File: config.mk
export PLATFORM = sky130hd
export DESIGN_NAME = double_ended_queue
export DESIGN_NICKNAME = d
export VERILOG_FILES = /design/src/rtl/deq_pkg.sv /design/src/rtl/double_ended_queue.sv /design/src/rtl/deq_ctrl.sv /design/src/rtl/deq_dp.sv
export SDC_FILE = /design/constraint.sdc
export NUM_CORES = 1
export LEC_CHECK = 0
export ABC_AREA = 1
export BUFFER_PORTS_ARGS = -buffer_cell sky130_fd_sc_hd__buf_4
export CAP_MARGIN = 10
export CELL_PAD_IN_SITES_DETAIL_PLACEMENT = 1
export CELL_PAD_IN_SITES_GLOBAL_PLACEMENT = 1
export CORE_ASPECT_RATIO = 0.6
export CORE_UTILIZATION = 50
export CTS_BUF_LIST = sky130_fd_sc_hd__clkbuf_4 sky130_fd_sc_hd__clkbuf_8 sky130_fd_sc_hd__clkbuf_16
export DETAILED_ROUTE_END_ITERATION = 10
export PLACE_DENSITY = 0.8
export SLEW_MARGIN = 20
export SYNTH_ARGS = -nofsm -noshare
export SYNTH_HDL_FRONTEND = slang
export SYNTH_SLANG_ARGS = --single-unit
File: constraint.sdc
create_clock -name aclk -period 4.8 [get_ports aclk]
set_clock_uncertainty 0.15 [all_clocks]
set_input_delay 0.72 -clock aclk [delete_from_list [all_inputs] [get_ports aclk]]
set_output_delay 0.72 -clock aclk [all_outputs]
set_load 0.1 [all_outputs]
File: src/rtl/deq_pkg.sv
// Shared types and constants for the double-ended queue.
package deq_pkg;

    // Default number of ring store entries.
    localparam int DEPTH_DEF = 16;

    // Fixed widths of the request and result fields.
    localparam int DATA_W  = 32;
    localparam int COUNT_W = 5;

    // Operation codes carried in a request.
    typedef enum logic [1:0] {
        FN_PUSH_FRONT = 2'd0,
        FN_PUSH_BACK  = 2'd1,
        FN_POP_FRONT  = 2'd2,
        FN_POP_BACK   = 2'd3
    } deq_func_t;

    // Status codes returned with every result.
    typedef enum logic [1:0] {
        ST_OK    = 2'd0,
        ST_EMPTY = 2'd1,
        ST_FULL  = 2'd2
    } deq_status_t;

    // One request on the input channel.
    typedef struct packed {
        deq_func_t                  func;
        logic signed [DATA_W-1:0]   value;
    } deq_req_t;

    // One result on the output channel.
    typedef struct packed {
        logic signed [DATA_W-1:0]   removed_value;
        deq_status_t                status;
        logic [COUNT_W-1:0]         element_count;
        logic                       is_empty;
    } deq_rsp_t;

    // Controller states.
    typedef enum logic [1:0] {
        DEQ_IDLE,
        DEQ_EXEC,
        DEQ_RESP
    } deq_state_t;

    // Commands from the controller to the datapath.
    typedef struct packed {
        logic load;
        logic exec;
    } deq_cmd_t;

endpackage

File: src/rtl/double_ended_queue.sv
// Top level of the bounded double-ended queue.
//
//  Channel   Ports                         Direction  Carries
//  request   s_valid, s_ready, s_payload   in         operation and value
//  result    m_valid, m_ready, m_payload   out        removed value, status, count
//
// Each request passes through three steps (accept, execute, present) and its
// result is held until m_ready; the registered read port of the ring
// store sets the execute step. One request is in flight at a time.
// Reset clears the front pointer and the element count; the ring store is
// not cleared. A stalled result holds m_payload steady and s_ready low.
module double_ended_queue
    import deq_pkg::*;
#(
    parameter int DEPTH = DEPTH_DEF
) (
    input  logic     aclk,
    input  logic     aresetn,
    input  logic     s_valid,
    output logic     s_ready,
    input  deq_req_t s_payload,
    output logic     m_valid,
    input  logic     m_ready,
    output deq_rsp_t m_payload
);

    deq_cmd_t cmd;

    // Sequencing of requests and results.
    deq_ctrl u_ctrl (
        .aclk    (aclk),
        .aresetn (aresetn),
        .s_valid (s_valid),
        .s_ready (s_ready),
        .m_valid (m_valid),
        .m_ready (m_ready),
        .cmd     (cmd)
    );

    // Store, pointers and result formation.
    deq_dp #(
        .DEPTH (DEPTH)
    ) u_dp (
        .aclk    (aclk),
        .aresetn (aresetn),
        .cmd     (cmd),
        .s_req   (s_payload),
        .m_rsp   (m_payload)
    );

endmodule

File: src/rtl/deq_ctrl.sv
// Controller state machine that sequences one request at a time.
module deq_ctrl
    import deq_pkg::*;
(
    input  logic     aclk,
    input  logic     aresetn,
    input  logic     s_valid,
    output logic     s_ready,
    output logic     m_valid,
    input  logic     m_ready,
    output deq_cmd_t cmd
);

    deq_state_t state_reg;
    deq_state_t state_next;

    // State register.
    always_ff @(posedge aclk) begin
        if (!aresetn) begin
            state_reg <= DEQ_IDLE;
        end else begin
            state_reg <= state_next;
        end
    end

    // Next state: take a request, execute it, then hold the result until taken.
    always_comb begin
        state_next = state_reg;
        case (state_reg)
            DEQ_IDLE: begin
                if (s_valid) begin
                    state_next = DEQ_EXEC;
                end
            end
            DEQ_EXEC: begin
                state_next = DEQ_RESP;
            end
            DEQ_RESP: begin
                if (m_ready) begin
                    state_next = DEQ_IDLE;
                end
            end
            default: begin
                state_next = DEQ_IDLE;
            end
        endcase
    end

    // Outputs decoded from the current state.
    always_comb begin
        s_ready  = 1'b0;
        m_valid  = 1'b0;
        cmd.load = 1'b0;
        cmd.exec = 1'b0;
        case (state_reg)
            DEQ_IDLE: begin
                s_ready  = 1'b1;
                cmd.load = s_valid;
            end
            DEQ_EXEC: begin
                cmd.exec = 1'b1;
            end
            DEQ_RESP: begin
                m_valid = 1'b1;
            end
            default: begin
                s_ready = 1'b0;
            end
        endcase
    end

endmodule

File: src/rtl/deq_dp.sv
// Datapath: request register, ring store, front pointer and element count.
module deq_dp
    import deq_pkg::*;
#(
    parameter int DEPTH = DEPTH_DEF
) (
    input  logic     aclk,
    input  logic     aresetn,
    input  deq_cmd_t cmd,
    input  deq_req_t s_req,
    output deq_rsp_t m_rsp
);

    localparam int PTR_W = (DEPTH > 1) ? $clog2(DEPTH) : 1;
    localparam int CNT_W = $clog2(DEPTH + 1);
    localparam int SUM_W = CNT_W + 1;

    // Ring store; entries are undefined until pushed.
    logic [DATA_W-1:0] mem [DEPTH];

    deq_req_t           req_reg;
    logic [PTR_W-1:0]   front_reg;
    logic [PTR_W-1:0]   front_next;
    logic [CNT_W-1:0]   count_reg;
    logic [CNT_W-1:0]   count_next;
    deq_status_t        status_reg;
    deq_status_t        status_next;
    logic               pop_ok_reg;
    logic               pop_ok_next;
    logic [DATA_W-1:0]  rd_data_reg;

    logic               is_full;
    logic               is_zero;
    logic [PTR_W-1:0]   front_dec;
    logic [PTR_W-1:0]   front_inc;
    logic [SUM_W-1:0]   back_sum;
    logic [SUM_W-1:0]   last_sum;
    logic [PTR_W-1:0]   back_pos;
    logic [PTR_W-1:0]   last_pos;
    logic [PTR_W-1:0]   addr;
    logic               wr_en;
    logic               rd_en;

    // Capture the accepted request.
    always_ff @(posedge aclk) begin
        if (cmd.load) begin
            req_reg <= s_req;
        end
    end

    // Ring positions, each wrapped modulo the depth by one compare and a select or subtract.
    always_comb begin
        is_full   = (count_reg == CNT_W'(DEPTH));
        is_zero   = (count_reg == '0);
        front_dec = (front_reg == '0) ? PTR_W'(DEPTH - 1) : front_reg - 1'b1;
        front_inc = (front_reg == PTR_W'(DEPTH - 1)) ? '0 : front_reg + 1'b1;
        back_sum  = SUM_W'(front_reg) + SUM_W'(count_reg);
        last_sum  = back_sum - 1'b1;
        if (back_sum >= SUM_W'(DEPTH)) begin
            back_pos = PTR_W'(back_sum - SUM_W'(DEPTH));
        end else begin
            back_pos = PTR_W'(back_sum);
        end
        if (last_sum >= SUM_W'(DEPTH)) begin
            last_pos = PTR_W'(last_sum - SUM_W'(DEPTH));
        end else begin
            last_pos = PTR_W'(last_sum);
        end
    end

    // Decode the operation into store access, pointer update and status.
    always_comb begin
        front_next  = front_reg;
        count_next  = count_reg;
        status_next = ST_OK;
        pop_ok_next = 1'b0;
        addr        = front_reg;
        wr_en       = 1'b0;
        rd_en       = 1'b0;
        case (req_reg.func)
            FN_PUSH_FRONT: begin
                if (is_full) begin
                    status_next = ST_FULL;
                end else begin
                    front_next = front_dec;
                    addr       = front_dec;
                    wr_en      = cmd.exec;
                    count_next = count_reg + 1'b1;
                end
            end
            FN_PUSH_BACK: begin
                if (is_full) begin
                    status_next = ST_FULL;
                end else begin
                    addr       = back_pos;
                    wr_en      = cmd.exec;
                    count_next = count_reg + 1'b1;
                end
            end
            FN_POP_FRONT: begin
                if (is_zero) begin
                    status_next = ST_EMPTY;
                end else begin
                    addr        = front_reg;
                    rd_en       = cmd.exec;
                    pop_ok_next = 1'b1;
                    front_next  = front_inc;
                    count_next  = count_reg - 1'b1;
                end
            end
            FN_POP_BACK: begin
                if (is_zero) begin
                    status_next = ST_EMPTY;
                end else begin
                    addr        = last_pos;
                    rd_en       = cmd.exec;
                    pop_ok_next = 1'b1;
                    count_next  = count_reg - 1'b1;
                end
            end
            default: begin
                status_next = ST_OK;
            end
        endcase
    end

    // Ring store with one write and one registered read port.
    always_ff @(posedge aclk) begin
        if (wr_en) begin
            mem[addr] <= req_reg.value;
        end
        if (rd_en) begin
            rd_data_reg <= mem[addr];
        end
    end

    // Pointer and count registers.
    always_ff @(posedge aclk) begin
        if (!aresetn) begin
            front_reg <= '0;
            count_reg <= '0;
        end else if (cmd.exec) begin
            front_reg <= front_next;
            count_reg <= count_next;
        end
    end

    // Result status held for the response.
    always_ff @(posedge aclk) begin
        if (cmd.exec) begin
            status_reg <= status_next;
            pop_ok_reg <= pop_ok_next;
        end
    end

    // Result fields.
    always_comb begin
        m_rsp.removed_value = pop_ok_reg ? rd_data_reg : '0;
        m_rsp.status        = status_reg;
        m_rsp.element_count = COUNT_W'(count_reg);
        m_rsp.is_empty      = (count_reg == '0);
    end

endmodule

### After elaboration in Yosys (flattened, before gate mapping)

Memories as Yosys holds them, arrays and structs flattened. A register that Yosys moved wholly into a read port is not among the register bits.
Cells that the tools add are included.

* flip-flop bits (word level): 48
* latch bits: 0
* bits in writable memories: 512
* memory bits (read-only): 0
* bits of input ports: 38
* memories kept: 1

* add/sub/neg operators: 8
* multiply operators: 0
* div/mod/pow operators: 0
* magnitude comparators: 2
* equal/unequal tests: 12
* shift-type cells: 0
* muxes and demuxes: 31
* bitwise gates (word level): 0
* reduce and logical (&&, ||, !) cells: 10

Memories
* u_dp.mem: words 16, bits a word 32, read ports 1, clocked after Yosys merged registers in 1, write ports 1, line deq_dp.sv:19 `logic [DATA_W-1:0] mem [DEPTH];`

Operator list (number)
* 32-bit two-way mux: 1
* 4-bit two-way mux: 8
* 4-bit case mux with 4 select lines: 1
* 6-bit by 5-bit >= comparator with 1-bit output (second input constant): 2
* 1-bit two-way mux: 12
* 4-bit by 1-bit subtractor with 4-bit output (second input constant): 3
* 5-bit two-way mux: 2
* 2-bit != test (second input constant): 5
* 5-bit case mux with 2 select lines: 1
* 4-bit case mux with 2 select lines: 1
* 4-bit by 5-bit adder with 6-bit output: 1
* 2-bit == test (second input constant): 3
* 2-bit two-way mux: 3
* 2-bit case mux with 3 select lines: 1
* 3-bit AND reduction: 2
* 6-bit by 1-bit subtractor with 6-bit output (second input constant): 1
* 5-bit by 1-bit adder with 5-bit output (second input constant): 1
* 5-bit == test (second input constant): 1
* 5-bit logical NOT: 1
* 5-bit by 1-bit subtractor with 5-bit output (second input constant): 1
* 4-bit by 1-bit adder with 4-bit output (second input constant): 1
* 2-bit by 1-bit == test with 1-bit output (second input constant): 2
* 4-bit == test (second input constant): 1
* 2-bit logical NOT: 2
* other kinds (5): 6

### Longest topological paths before layout

Gate-level depths: netlist of run 1.

* depth after elaboration: 6
* depth in mapped cells: 18

### By module

A second synthesis of run 1 with hierarchy kept.

* cell total of the unflattened synthesis: 2442
* area, all modules: 25409.4 um^2

Modules (own cells, without submodules)
* deq_dp: times used 1, cells an instance 2426, area an instance 25304.3 um^2, sequential area each 17626.9 um^2
* deq_ctrl: times used 1, cells an instance 16, area an instance 105.1 um^2, sequential area each 40.0 um^2

### Worst setup path before layout of run 1

No wires, ideal clock.

* path kind: reg2reg
* start: reg u_dp.count_reg[0]
* end: mem u_dp.mem[11][0], enable pin
* library setup time: 0.421 ns
* data arrival time: 4.365 ns
* required time: 4.229 ns
* slack: -0.137 ns
* cell stages (with the launch flop): 14
* path buffers: 2
* period minus slack after synthesis: 4.937 ns
* cells stage by stage: dfxtp_1 ha_1 fa_1 inv_1 ha_1 nand2_1 nand3_1 nand3_1 o21ai_2 inv_2 buf_4 buf_2 nand4_1 nor2_1

* word-level cells in the longest chain between the ends: 6
* elaborated cells between the ends (all ways): 18
* those cells by class: add/sub (4); order compare (2); eq/ne (1); mux (10); reduce/logical (1)

RTL lines
* start: declaration: line deq_dp.sv:24 `logic [CNT_W-1:0] count_reg;`
* start signal: assignment: line deq_dp.sv:144 `count_reg <= count_next;`
* 4-bit by 5-bit adder with 6-bit output: line deq_dp.sv:57 `back_sum = SUM_W'(front_reg) + SUM_W'(count_reg);`
* 6-bit by 1-bit subtractor with 6-bit output: line deq_dp.sv:58 `last_sum = back_sum - 1'b1;`
* 6-bit by 5-bit >= comparator with 1-bit output / 4-bit by 1-bit subtractor with 4-bit output (equally long branches): line deq_dp.sv:64, deq_dp.sv:65
* 4-bit two-way mux: line deq_dp.sv:64 `if (last_sum >= SUM_W'(DEPTH)) begin`
* 4-bit two-way mux: line deq_dp.sv:112 `if (is_zero) begin`
* 4-bit case mux with 4 select lines: line deq_dp.sv:80 `case (req_reg.func)`
* end: declaration: line deq_dp.sv:19

Parallel ways exist; a longest one is shown, timed or not.

### Worst setup path after layout of run 1

* start: reg u_dp.count_reg[0]
* end: mem u_dp.mem[4][26], enable pin

The elaborated chain is that of the path after synthesis.

==> results of run 1 <==
## metrics by stage
step | TNS [ns] | utilization (%) | hold WS [ns]
finish | 0 | 57.4 | 0.147
global route | 0 | 57.4 | 0.130
CTS | 0 | 57.4 | 0.122
detailed placement | 0 | 54.0 | 0.371
global placement | 0 | 54.0 | 0.345
floorplan | -32.67 | - | 0.316
## worst min path at each step
stage               cells after the start                   to  slack, ns           startpoint
CTS                                     1     u_dp.req_reg[16]       0.12        s_payload[16]
floorplan                               1  u_ctrl.state_reg[0]       0.32  u_ctrl.state_reg[0]
detailed placement                      1    u_dp.count_reg[4]       0.37    u_dp.count_reg[4]
global route                            1     u_dp.req_reg[16]       0.13        s_payload[16]
global placement                        1  u_ctrl.state_reg[0]       0.35  u_ctrl.state_reg[0]
finish                                  1      u_dp.req_reg[5]       0.15         s_payload[5]
## layout by cell type (no fill, tap or decap), drive strengths merged, types with 9 or more instances in the layout
cell type     n
nand2      1196
edfxtp      581
nand3       283
inv         135
buf         127
clkbuf       65
nor2         37
clkinv       29
o21ai        14
a21oi        13
dfxtp        11
ha            9
## layout make-up
class                      count  area [um^2]
multi-input combinational   1579         6770
clock inverter                34          241
clock buffer                  65         1450
tap                          682          853
fill                        5340        21200
sequential                   592        17700
timing repair buffer         127         1120
inverter                     135          509
## report_power, final
| part | switching (uW) | total (uW) | internal (uW) |
|---|---|---|---|
| clock | 1930 | 4240 | 2310 |
| sequential | 110 | 5900 | 5790 |
| combinational | 1410 | 1890 | 479 |
| total | 3450 | 12000 | 8580 |
## cells by family (layout without fill, tap and decap cells)
kind of cell | after synthesis | in the layout
AND/OR/NAND/NOR | 1528 | 1528
buffers and inverters | 267 | 361
AO/OA/AOI/OAI | 33 | 33
adder cells (fa/ha/maj) | 11 | 11
XOR/XNOR | 7 | 7
flip-flops | 592 | 592
## metal layers
layer / part of all wire, % / GRT usage [%] / vias to the layer above
met5: 0 / 0 / -
met4: 3.0 / 9.12 / 0
met3: 7.0 / 4.38 / 155
met2: 48 / 48.9 / 708
met1: 42 / 39.6 / 9163
li1: - / - / 8156
==> metrics.log, run 1 <==
[metrics] initial cell density of the core: 51.0%
[metrics] Mean Syn Cell Area: 10.4 um^2
[metrics] clock tree root driver cell: clkbuf_16
[metrics] antenna viol nets, final: 0
[metrics] Overall Global Routing Usage: 29.2%
[metrics] post-placement cell count: 3115
[metrics] pwr/cell area: 421 nW/um^2
[metrics] top cell type's share of synthesized area: 68.6%
[metrics] remaining routing DRC violations: 0
[metrics] final standard cell count with taps included and fillers excluded: 3214
[metrics] Reg-to-Reg Start: u_dp.count_reg[0]
[metrics] endpoint kind of the worst setup timing path: flip-flop
[metrics] Achievable Freq: 0.240 GHz
[metrics] clock tree from TritonCTS: built
[metrics] maximum fanout along the worst path: 27
[metrics] Yosys top cell by area: edfxtp_1
[metrics] worst path buffer plus inverter count: 2
[metrics] sequential area share after synthesis: 69.5%
[metrics] startpoint-to-endpoint class of the critical path: reg -> reg
[metrics] Avg WL per Cell: 23.3 um
[metrics] capturing point of the worst reg2reg path: u_dp.mem[4][26]
[metrics] synthesized-area fraction occupied by ao, oa, aoi and oai cells: 0.753%
[metrics] DP HPWL: 40800 um
[metrics] average vias per placed instance: 5.66
[metrics] share of async-settable or async-resettable flops after synthesis: 0%
[metrics] global-route wire length before repair: 113000 um
[metrics] Die X-Extent: 293 um
[metrics] max-capacitance violation count: 0
[metrics] cell class contributing the biggest share of worst-path delay: simple AND/OR/NAND/NOR gates
[metrics] maximum number of pins on one net before global-route repair: 188
[metrics] Critical Path RT: 4.93 ns
[metrics] antenna violations before repair: 0
[metrics] reg-to-reg slack, setup: 0.63 ns
[metrics] summed area of non-filler cells in the final layout: 28600 um^2
[metrics] quantity of I/O buffers inserted on ports: 79
[metrics] multiplexer share of the synthesized area: 0%
[metrics] Vert. Die Dim: 177 um
[metrics] leakage component of the power: 0.0120 uW
[metrics] core area: 49800 um^2
[metrics] Slew Limit Headroom: 14.4%
[metrics] hold crit path type: in -> reg
[metrics] Worst IR Drop VDD: 268 uV
[metrics] share of final-layout standard cells stronger than drive strength 1: 10.2%
[metrics] Critical Path End: u_dp.mem[4][26]
[metrics] final routed wirelength across all metal layers: 74800 um
[metrics] Total Power: 12000 uW
[metrics] Top Ports: 80
[metrics] Synth Area in XOR/XNOR: 0.241%
[metrics] post-synthesis cell area: 25400 um^2
[metrics] TritonRoute pass-1 iters: 5
[metrics] drt initial violations: 1773
[metrics] Setup WS pre-CTS: 0.677 ns
[metrics] logic depth of the worst path, buffers included: 11
[metrics] Clk Latency, worst-skew pair: 0.59 ns
[metrics] cells along the critical path: ha_1 -> fa_1 -> inv_1 -> ha_1 -> nand2_1 -> nand3_1 -> nand3_1 -> o21ai_4 -> nand3_1 -> nor2_4 -> buf_12
[metrics] flip-flop count of the largest register, all copies and words added: 512
[metrics] CP Launch Point: u_dp.count_reg[0]
[metrics] routability congestion estimate: 0.927
[metrics] TritonCTS buffer count: 54
[metrics] combinational family with the most area after synthesis: simple AND/OR/NAND/NOR gates
[metrics] number of instances in the synthesized netlist: 2438
[metrics] Worst-path clk slew: 0.07 ns
[metrics] logic depth of the worst register-to-register path: 11
[metrics] vias after detailed routing: 18200
[metrics] cell with the largest stage delay on the worst path: nand3_1
[metrics] count of warnings emitted by yosys: 0
[metrics] library cell with the highest instance count after synthesis: nand2_1
[metrics] CP startpoint kind: flip-flop
[metrics] maximum buffer depth of the clock tree: 3
[metrics] count of final setup violators: 0
[metrics] most used cell along the critical path: nand3_1
[metrics] number of antenna repair diodes: 0
[metrics] remaining global-route overflow: 0
[metrics] number of global-route vias before repair: 18900
[metrics] Post-synth EDFFs: 581
[metrics] largest cells by area after synthesis: edfxtp_1, nand2_1, nand3_1
[metrics] placement row count: 63
[metrics] number of endpoints with negative hold slack in the final report: 0
[metrics] Distinct cells, synth: 33
[metrics] dominant register cell in the synthesized netlist: edfxtp_1
[metrics] post-synthesis net count: 2487
[metrics] Synth Register Bits: 592
[metrics] outcome: completed
[metrics] synthesized-area fraction occupied by adder cells: 0.600%
[metrics] top cells by count, synth: nand2_1, edfxtp_1, nand3_1, inv_1, buf_2
[metrics] Post-CTS Setup Repair Bufs: 0
[metrics] final number of max-transition violations: 0
[metrics] clock period minus worst slack: 4.17 ns
[metrics] maximum cell stage delay along the critical path: 0.57 ns
[metrics] clock sinks: 592
[metrics] Area after DPL: 26900 um^2
[metrics] post_cts resized: 0
[metrics] layout-stage area growth over the synthesis result: 12.5%
[metrics] total number of nets in the final design: 2538
[metrics] H-Tree Depth: 2
[metrics] Total Die Area: 51800 um^2
[metrics] Worst-Margin Slew: 1.28 ns
[metrics] unrepaired setup endpoints after global routing: false
[metrics] Tcrit/Tclk final: 86.8%
[metrics] CTS Hold Buffers Added: 0
[metrics] final worst-path setup slack: 0.634 ns
[metrics] Critical Path AT: 4.30 ns
[metrics] simple-gate share of the synthesized area: 24.3%
No activity file was read; power rests on OpenSTA's default activity.
==> inputs of run 2 (changes only) <==
--- a/config.mk
+++ b/config.mk
@@ -11,10 +11,11 @@
 export CELL_PAD_IN_SITES_DETAIL_PLACEMENT = 1
 export CELL_PAD_IN_SITES_GLOBAL_PLACEMENT = 1
 export CORE_ASPECT_RATIO = 0.6
-export CORE_UTILIZATION = 50
+export CORE_UTILIZATION = 30
 export CTS_BUF_LIST = sky130_fd_sc_hd__clkbuf_4 sky130_fd_sc_hd__clkbuf_8 sky130_fd_sc_hd__clkbuf_16
 export DETAILED_ROUTE_END_ITERATION = 10
-export PLACE_DENSITY = 0.8
+export MAX_ROUTING_LAYER = met4
+export PLACE_DENSITY = 0.53
 export SLEW_MARGIN = 20
 export SYNTH_ARGS = -nofsm -noshare
 export SYNTH_HDL_FRONTEND = slang
==> run 2 against run 1 <==
  * Worst setup slack better by 0.0021 ns
  * Clock power up 18%
  * Fmax barely moved
  * Core utilization shrank 22 points
  * Combinational power about the same
  * Via count is 4.8% lower
  * Register-to-register slack barely moved
  * Global-route usage fell by 9.8 points
  * Largest power group unchanged
  * Non-clock buffer count is 1 lower
  * Sequential power is essentially flat
  * Cell area increased by 2.8%
==> metrics.log, run 2 (synthesis gave the netlist of run 1 again) <==
[metrics] final hold slack: 0.0930 ns (-0.0540 ns)
[metrics] pwr/cell area: 435 nW/um^2 (+3.3%)
[metrics] remaining global-route overflow: 0 (unchanged)
[metrics] endpoint kind of the worst setup timing path: flip-flop
[metrics] Clock power frac: 39.1% (+3.9 points)
[metrics] Vert. Die Dim: 227 um (+29%)
[metrics] summed area of non-filler cells in the final layout: 29400 um^2 (+2.8%)
[metrics] post_cts resized: 0 (unchanged)
[metrics] unrepaired setup endpoints after global routing: false
[metrics] Avg WL per Cell: 21.7 um (-6.9%)
[metrics] clock tree from TritonCTS: built
[metrics] outcome: completed
[metrics] internal power contribution: 9180 uW (+7.0%)
[metrics] final routed wirelength across all metal layers: 79500 um (+6.3%)
[metrics] startpoint-to-endpoint class of the critical path: reg -> reg
[metrics] drt initial violations: 1197 (-32%)
[metrics] Total Die Area: 86000 um^2 (+66%)
[metrics] hold crit path type: in -> reg
[metrics] remaining routing DRC violations: 0 (unchanged)
[metrics] portion of total power attributed to combinational logic: 14.6% (-1.1 points)
[metrics] maximum fanout along the worst path: 129 (+380%)
[metrics] maximum number of pins on one net before global-route repair: 188 (unchanged)
[metrics] average vias per placed instance: 4.72 (-17%)
[metrics] most common cell after layout, fill and taps aside: nand2_1
[metrics] worst hold path stage count: 1 (unchanged)
[metrics] leakage component of the power: 0.0121 uW (+1.0%)
[metrics] Reg-to-Reg Start: u_dp.count_reg[0]
[metrics] Tcrit/Tclk final: 86.8% (about the same)
[metrics] TritonCTS buffer count: 59 (+9.3%)
[metrics] vias after detailed routing: 17300 (-4.8%)
[metrics] flip-flop count of the largest register, all copies and words added: 512 (unchanged)
[metrics] fill cell instance count of the final layout: 9364 (+75%)
[metrics] Critical Path RT: 4.94 ns (about the same)
[metrics] final number of max-transition violations: 0 (unchanged)
[metrics] TritonRoute pass-1 iters: 5 (unchanged)
[metrics] hold path startpoint: s_payload[13]
[metrics] Worst-Margin Slew: 1.05 ns (-0.239 ns)
[metrics] switching pwr: 3600 uW (+4.5%)
[metrics] share of final-layout standard cells stronger than drive strength 1: 10.5% (+0.33 points)
[metrics] logic depth of the worst register-to-register path: 14 (+3)
[metrics] clock tree root driver cell: clkbuf_16
[metrics] maximum buffer depth of the clock tree: 3 (unchanged)
[metrics] quantity of I/O buffers inserted on ports: 79 (unchanged)
[metrics] switching portion of total power: 28.2% (-0.47 points)
[metrics] reg-to-reg slack, setup: 0.64 ns (about the same)
[metrics] DP HPWL: 41500 um (+1.6%)
[metrics] Post-CTS Setup Repair Bufs: 0 (unchanged)
[metrics] Critical Path AT: 4.30 ns (about the same)
[metrics] Clk Latency, worst-skew pair: 0.65 ns (+0.06 ns)
[metrics] CP startpoint kind: flip-flop
[metrics] Worst IR Drop VDD: 322 uV (+20%)
[metrics] Die X-Extent: 378 um (+29%)
[metrics] routability congestion estimate: 0.812 (-12%)
[metrics] Overall Global Routing Usage: 19.4% (-9.8 points)
[metrics] H-Tree Depth: 2 (unchanged)
[metrics] antenna violations before repair: 0 (unchanged)
[metrics] capturing point of the worst reg2reg path: u_dp.mem[11][25]
[metrics] clock sinks: 592 (unchanged)
[metrics] placement row count: 82 (+30%)
[metrics] Achievable Freq: 0.240 GHz (about the same)
[metrics] max-capacitance violation count: 0 (unchanged)
[metrics] CP Launch Point: u_dp.count_reg[0]
[metrics] Slew Limit Headroom: 30.3% (+16 points)
[metrics] Worst-path clk slew: 0.06 ns (about the same)
[metrics] core area: 83700 um^2 (+68%)
[metrics] most used cells in the layout excluding fill and tap cells: nand2_1, edfxtp_1, nand3_1
[metrics] number of endpoints with negative hold slack in the final report: 0 (unchanged)
[metrics] sequential share of power: 46.2% (-2.9 points)
[metrics] number of global-route vias before repair: 18600 (-1.5%)
[metrics] Top Ports: 80 (unchanged)
[metrics] number of antenna repair diodes: 0 (unchanged)
[metrics] Area after DPL: 27400 um^2 (+1.7%)
[metrics] count of final setup violators: 0 (unchanged)
[metrics] initial cell density of the core: 30.4% (-21 points)
[metrics] Hold Path End: u_dp.req_reg[13]
[metrics] clock period minus worst slack: 4.16 ns (-0.00212 ns)
[metrics] antenna viol nets, final: 0 (unchanged)
[metrics] total number of nets in the final design: 2542 (+0.16%)
[metrics] layout-stage area growth over the synthesis result: 15.7%
[metrics] global-route wire length before repair: 120000 um (+6.2%)
[metrics] CTS Hold Buffers Added: 0 (unchanged)
[run 2: cell types whose count changed in the layout (fill, tap and decap cells not counted), sizes merged]
cell and delta:
clkinvlp +3, inv +2, bufinv +8, buf -1, clkbuf +5, clkinv -12
[run 2: how the worst max path moves through the flow]
stage | slack (ns) | end | depth (start not counted)
6_report | 0.64 | u_dp.mem[11][25] | 14
4_1_cts | 0.60 | u_dp.mem[11][4] | 14
5_1_grt | 0.45 | u_dp.mem[11][26] | 14
2_1_floorplan | -0.14 | u_dp.mem[15][0] | 13
3_5_place_dp | 0.62 | u_dp.mem[11][17] | 14
3_3_place_gp | 0.83 | u_dp.mem[3][25] | 14
[run 2: final cells by class]
class                   instances  area [um^2]  area share [%]
clock buffers                  70         1560            5.30
clock inverters                35          478            1.62
inverters                     135          509            1.73
multi-input cells            1579         6770            23.0
flip-flops and latches        592        17700            60.1
well taps                    1134         1420            4.82
repair buffers                126         1020            3.47
[run 2: power groups by stage]
stage	Combinational, uW	Clock [uW]	Sequential, uW
after global routing	2130	5330	5920
after global placement	1890	0	6020
after detailed placement	1910	0	6020
after floorplan	1290	0	5990
final	1870	5000	5910
after CTS	1920	5140	5910
[run 2: metal layers]
layer / up-vias / track usage [%] / part of all wire (%)
met3: 107 / 2.90 / 3.8
met5: - / - / 0
met4: 0 / 4.09 / 1.8
met1: 8766 / 27.2 / 50
met2: 267 / 29.9 / 44
li1: 8178 / - / -
[run 2: critical path: stages, from the launching register on]
cell and delay [ns]:
dfxtp_1 0.41, ha_1 0.29, fa_1 0.52, inv_1 0.06
ha_1 0.29, nand2_1 0.08, nand3_1 0.08, nand3_1 0.14
o21ai_4 0.11, inv_4 0.08, buf_12 0.57, nand4_1 0.21
buf_4 0.24, nor2_4 0.14, buf_4 0.40
[run 2: through the flow]
stage	total power (uW)	TNS [ns]	utilization, %	cells	setup WS [ns]
after floorplan	7280	-32.67	-	2438	-0.136
final	12800	0	35.1	3671	0.636
after CTS	13000	0	35.1	3671	0.605
after detailed placement	7930	0	32.7	3566	0.615
after global placement	7910	0	32.7	3566	0.826
after global routing	13400	0	35.1	3671	0.450
==> inputs of run 3 (changes only) <==
--- a/config.mk
+++ b/config.mk
@@ -5,7 +5,6 @@
 export SDC_FILE = /design/constraint.sdc
 export NUM_CORES = 1
 export LEC_CHECK = 0
-export ABC_AREA = 1
 export BUFFER_PORTS_ARGS = -buffer_cell sky130_fd_sc_hd__buf_4
 export CAP_MARGIN = 10
 export CELL_PAD_IN_SITES_DETAIL_PLACEMENT = 1
@@ -15,7 +14,7 @@
 export CTS_BUF_LIST = sky130_fd_sc_hd__clkbuf_4 sky130_fd_sc_hd__clkbuf_8 sky130_fd_sc_hd__clkbuf_16
 export DETAILED_ROUTE_END_ITERATION = 10
 export MAX_ROUTING_LAYER = met4
-export PLACE_DENSITY = 0.53
+export PLACE_DENSITY = 0.49
 export SLEW_MARGIN = 20
 export SYNTH_ARGS = -nofsm -noshare
 export SYNTH_HDL_FRONTEND = slang
==> run 3 against run 2 <==
  * First-iteration DRC count shrank 29%
  * Final cell count decreased by 39%
  * Flip-flop and latch count did not move
  * Worst hold slack improved by 0.034 ns
  * Global-route usage down 4.0 points
  * Cell area decreased by 8.4%
  * Critical path depth down 1
  * Routed wire length down 29%
  * Die area down 10%
==> metrics.log, run 3 <==
[metrics] dominant register cell in the synthesized netlist: edfxtp_1
[metrics] vias after detailed routing: 11100 (-36%)
[metrics] pwr/cell area: 434 nW/um^2 (about the same)
[metrics] Yosys top cell by area: edfxtp_1
[metrics] top cells by count, synth: edfxtp_1, mux4_2, a22oi_1, nand2_1, and2_1
[metrics] maximum buffer depth of the clock tree: 3 (unchanged)
[metrics] worst hold path stage count: 1 (unchanged)
[metrics] number of endpoints with negative hold slack in the final report: 0 (unchanged)
[metrics] leakage component of the power: 0.00869 uW (-28%)
[metrics] worst path buffer plus inverter count: 3 (-2)
[metrics] Mean Syn Cell Area: 21.3 um^2 (+100%)
[metrics] logic depth of the worst register-to-register path: 13 (-1)
[metrics] summed area of non-filler cells in the final layout: 26900 um^2 (-8.4%)
[metrics] Reg-to-Reg Start: u_dp.count_reg[0]
[metrics] endpoint kind of the worst setup timing path: flip-flop
[metrics] routability congestion estimate: 0.778 (-4.2%)
[metrics] average vias per placed instance: 4.91 (+4.0%)
[metrics] library cell with the highest instance count after synthesis: edfxtp_1
[metrics] remaining global-route overflow: 0 (unchanged)
[metrics] placement row count: 78 (-4.9%)
[metrics] initial cell density of the core: 30.3% (-0.086 points)
[metrics] post-synthesis cell area: 22900 um^2 (-10%)
[metrics] quantity of I/O buffers inserted on ports: 79 (unchanged)
[metrics] share of final-layout standard cells stronger than drive strength 1: 30.7% (+20 points)
[metrics] final standard cell count with taps included and fillers excluded: 2255 (-39%)
[metrics] top cell type's share of synthesized area: 76.3% (+7.6 points)
[metrics] Hold Path End: u_dp.req_reg[14]
[metrics] clock tree from TritonCTS: built
[metrics] number of antenna repair diodes: 0 (unchanged)
[metrics] clock tree root driver cell: clkbuf_16
[metrics] number of global-route vias before repair: 11700 (-37%)
[metrics] Distinct cells, synth: 63 (+91%)
[metrics] max-capacitance violation count: 0 (unchanged)
[metrics] global-route wire length before repair: 83500 um (-31%)
[metrics] number of instances in the synthesized netlist: 1073 (-56%)
[metrics] sequential cell area: 17700 um^2 (about the same)
[metrics] startpoint-to-endpoint class of the critical path: reg -> reg
[metrics] flip-flop count of the largest register, all copies and words added: 512 (unchanged)
[metrics] share of async-settable or async-resettable flops after synthesis: 0% (unchanged)
[metrics] largest cells by area after synthesis: edfxtp_1, mux4_2, a22oi_1
[metrics] Worst-path clk slew: 0.07 ns (about the same)
[metrics] Clk Latency, worst-skew pair: 0.62 ns (-0.03 ns)
[metrics] hold path startpoint: s_payload[14]
[metrics] share of the core filled with cells in the final layout: 35.7% (+0.53 points)
[metrics] post_cts resized: 0 (unchanged)
[metrics] Total Negative Setup Slacks: 0 ns (unchanged)
[metrics] reg-to-reg slack, setup: 0.52 ns (-0.11 ns)
[metrics] most common cell after layout, fill and taps aside: edfxtp_1
[metrics] Critical Path RT: 4.99 ns (+0.05 ns)
[metrics] clock period minus worst slack: 4.28 ns (+0.114 ns)
[metrics] Critical Path AT: 4.47 ns (+0.17 ns)
[metrics] CTS Hold Buffers Added: 0 (unchanged)
[metrics] Achievable Freq: 0.234 GHz (-2.7%)
[metrics] Total Die Area: 77400 um^2 (-10%)
[metrics] Area after DPL: 25200 um^2 (-8.1%)
[metrics] post-synthesis net count: 1122 (-55%)
[metrics] footprint of the multi-input gates: 4990 um^2 (-26%)
[metrics] CP startpoint kind: flip-flop
[metrics] cell with the largest stage delay on the worst path: a222oi_1
[metrics] Worst-Margin Slew: 1.05 ns (+0.00352 ns)
[metrics] capturing point of the worst reg2reg path: u_dp.rd_data_reg[27]
[metrics] maximum cell stage delay along the critical path: 0.56 ns (about the same)
[metrics] drt initial violations: 850 (-29%)
[metrics] DP HPWL: 34000 um (-18%)
[metrics] outcome: completed
[metrics] cells along the critical path: ha_1 -> fa_1 -> inv_1 -> ha_1 -> nand2_1 -> a21boi_0 -> a211oi_1 -> a222oi_1 -> buf_12 -> buf_4 -> mux4_2 -> a22oi_1 -> nand2_1
[metrics] Post-synth EDFFs: 581 (unchanged)
[metrics] Tcrit/Tclk final: 89.1% (+2.4 points)
[metrics] total number of nets in the final design: 1259 (-50%)
[metrics] antenna violations before repair: 2 (+2)
[metrics] H-Tree Depth: 2 (unchanged)
[metrics] most used cells in the layout excluding fill and tap cells: edfxtp_1, mux4_2, buf_4
[metrics] clock sinks: 592 (unchanged)
[metrics] core area: 75500 um^2 (-9.8%)
[metrics] Avg WL per Cell: 25.1 um (+16%)
[metrics] fill cell instance count of the final layout: 7436 (-21%)
[metrics] Total Power: 11700 uW (-8.5%)
[metrics] Top Ports: 80 (unchanged)
[metrics] TritonCTS buffer count: 55 (-6.8%)
[metrics] remaining routing DRC violations: 0 (unchanged)
[metrics] layout-stage area growth over the synthesis result: 17.8%
[metrics] maximum fanout along the worst path: 31 (-76%)
[metrics] Slew Limit Headroom: 30.0% (-0.31 points)
[metrics] Overall Global Routing Usage: 15.4% (-4.0 points)
[metrics] sequential area share after synthesis: 77.2% (+7.7 points)
[metrics] maximum number of pins on one net before global-route repair: 56 (-70%)
[metrics] antenna viol nets, final: 0 (unchanged)
[metrics] count of warnings emitted by yosys: 0 (unchanged)
[metrics] cell class contributing the biggest share of worst-path delay: compound AO/OA/AOI/OAI gates
[metrics] Die X-Extent: 358 um (-5.1%)
[metrics] Vert. Die Dim: 216 um (-5.1%)
[metrics] Synth Register Bits: 592 (unchanged)
[metrics] unrepaired setup endpoints after global routing: false
[metrics] Worst IR Drop VDD: 277 uV (-14%)
[metrics] hold crit path type: in -> reg
[metrics] final routed wirelength across all metal layers: 56700 um (-29%)
[metrics] count of final setup violators: 0 (unchanged)
[metrics] TritonRoute pass-1 iters: 5 (unchanged)
[metrics] Post-CTS Setup Repair Bufs: 0 (unchanged)
[metrics] final number of max-transition violations: 0 (unchanged)
[metrics] post-placement cell count: 2153 (-40%)
run 3: metrics by stage:
step                      hold WS [ns]  setup slack [ns]
after global routing            0.0809             0.302
after detailed placement         0.472             0.520
after CTS                       0.0789             0.487
after global placement           0.452             0.514
final                            0.127             0.522
after floorplan                  0.503            -0.279
run 3: cell type report:
class	instances	share of cell area, %
Timing Repair Buffer	137	4.54
Inverter	11	0.153
Clock buffer	66	5.41
Multi-Input combinational cell	413	18.5
Sequential cell	592	65.6
Tap cell	1000	4.64
Clock inverter	36	1.15
run 3: cell families (layout without fill, tap and decap cells):
family	after synthesis	in the layout	share of synthesized area [%]
DFF	592	592	77.2
and+or+nand+nor	143	143	3.60
muxes	130	130	12.7
AOI/OAI and AO/OA	122	122	3.96
buffers and inverters	68	250	1.51
adders and majority gates	11	11	0.667
xor gates and xnor gates	7	7	0.334
run 3: how the worst max path moves through the flow:
stage	start	end	slack (ns)	cells after the start
after floorplan	u_dp.count_reg[1]	u_dp.mem[4][0]	-0.28	8
after global placement	u_dp.count_reg[0]	u_dp.rd_data_reg[27]	0.51	13
after detailed placement	u_dp.count_reg[0]	u_dp.rd_data_reg[27]	0.52	13
after CTS	u_dp.count_reg[0]	u_dp.rd_data_reg[27]	0.49	13
after global routing	u_dp.count_reg[0]	u_dp.rd_data_reg[27]	0.30	13
final	u_dp.count_reg[0]	u_dp.rd_data_reg[27]	0.52	13
run 3: power breakdown:
group          internal, uW  switching (uW)
logic                   607             843
registers              5790             105
clock network          2440            1920
run 3: routing by layer:
metal | global-route usage [%] | part of all wire [%] | routed length [um] | vias to the layer above
met5 | - | 0 | 0 | -
met4 | 3.56 | 1.9 | 1080 | 0
met3 | 2.37 | 4.0 | 2270 | 76
met2 | 21.5 | 43 | 24400 | 223
met1 | 23.3 | 51 | 28900 | 5992
li1 | - | - | - | 4772
run 3: worst reg2reg max path, stage by stage, from the launching register on:
cell	delay [ns]
dfxtp_2	0.38
ha_1	0.25
fa_1	0.54
inv_1	0.06
ha_1	0.29
nand2_1	0.09
a21boi_0	0.19
a211oi_1	0.07
a222oi_1	0.56
buf_12	0.31
buf_4	0.37
mux4_2	0.35
a22oi_1	0.28
nand2_1	0.12
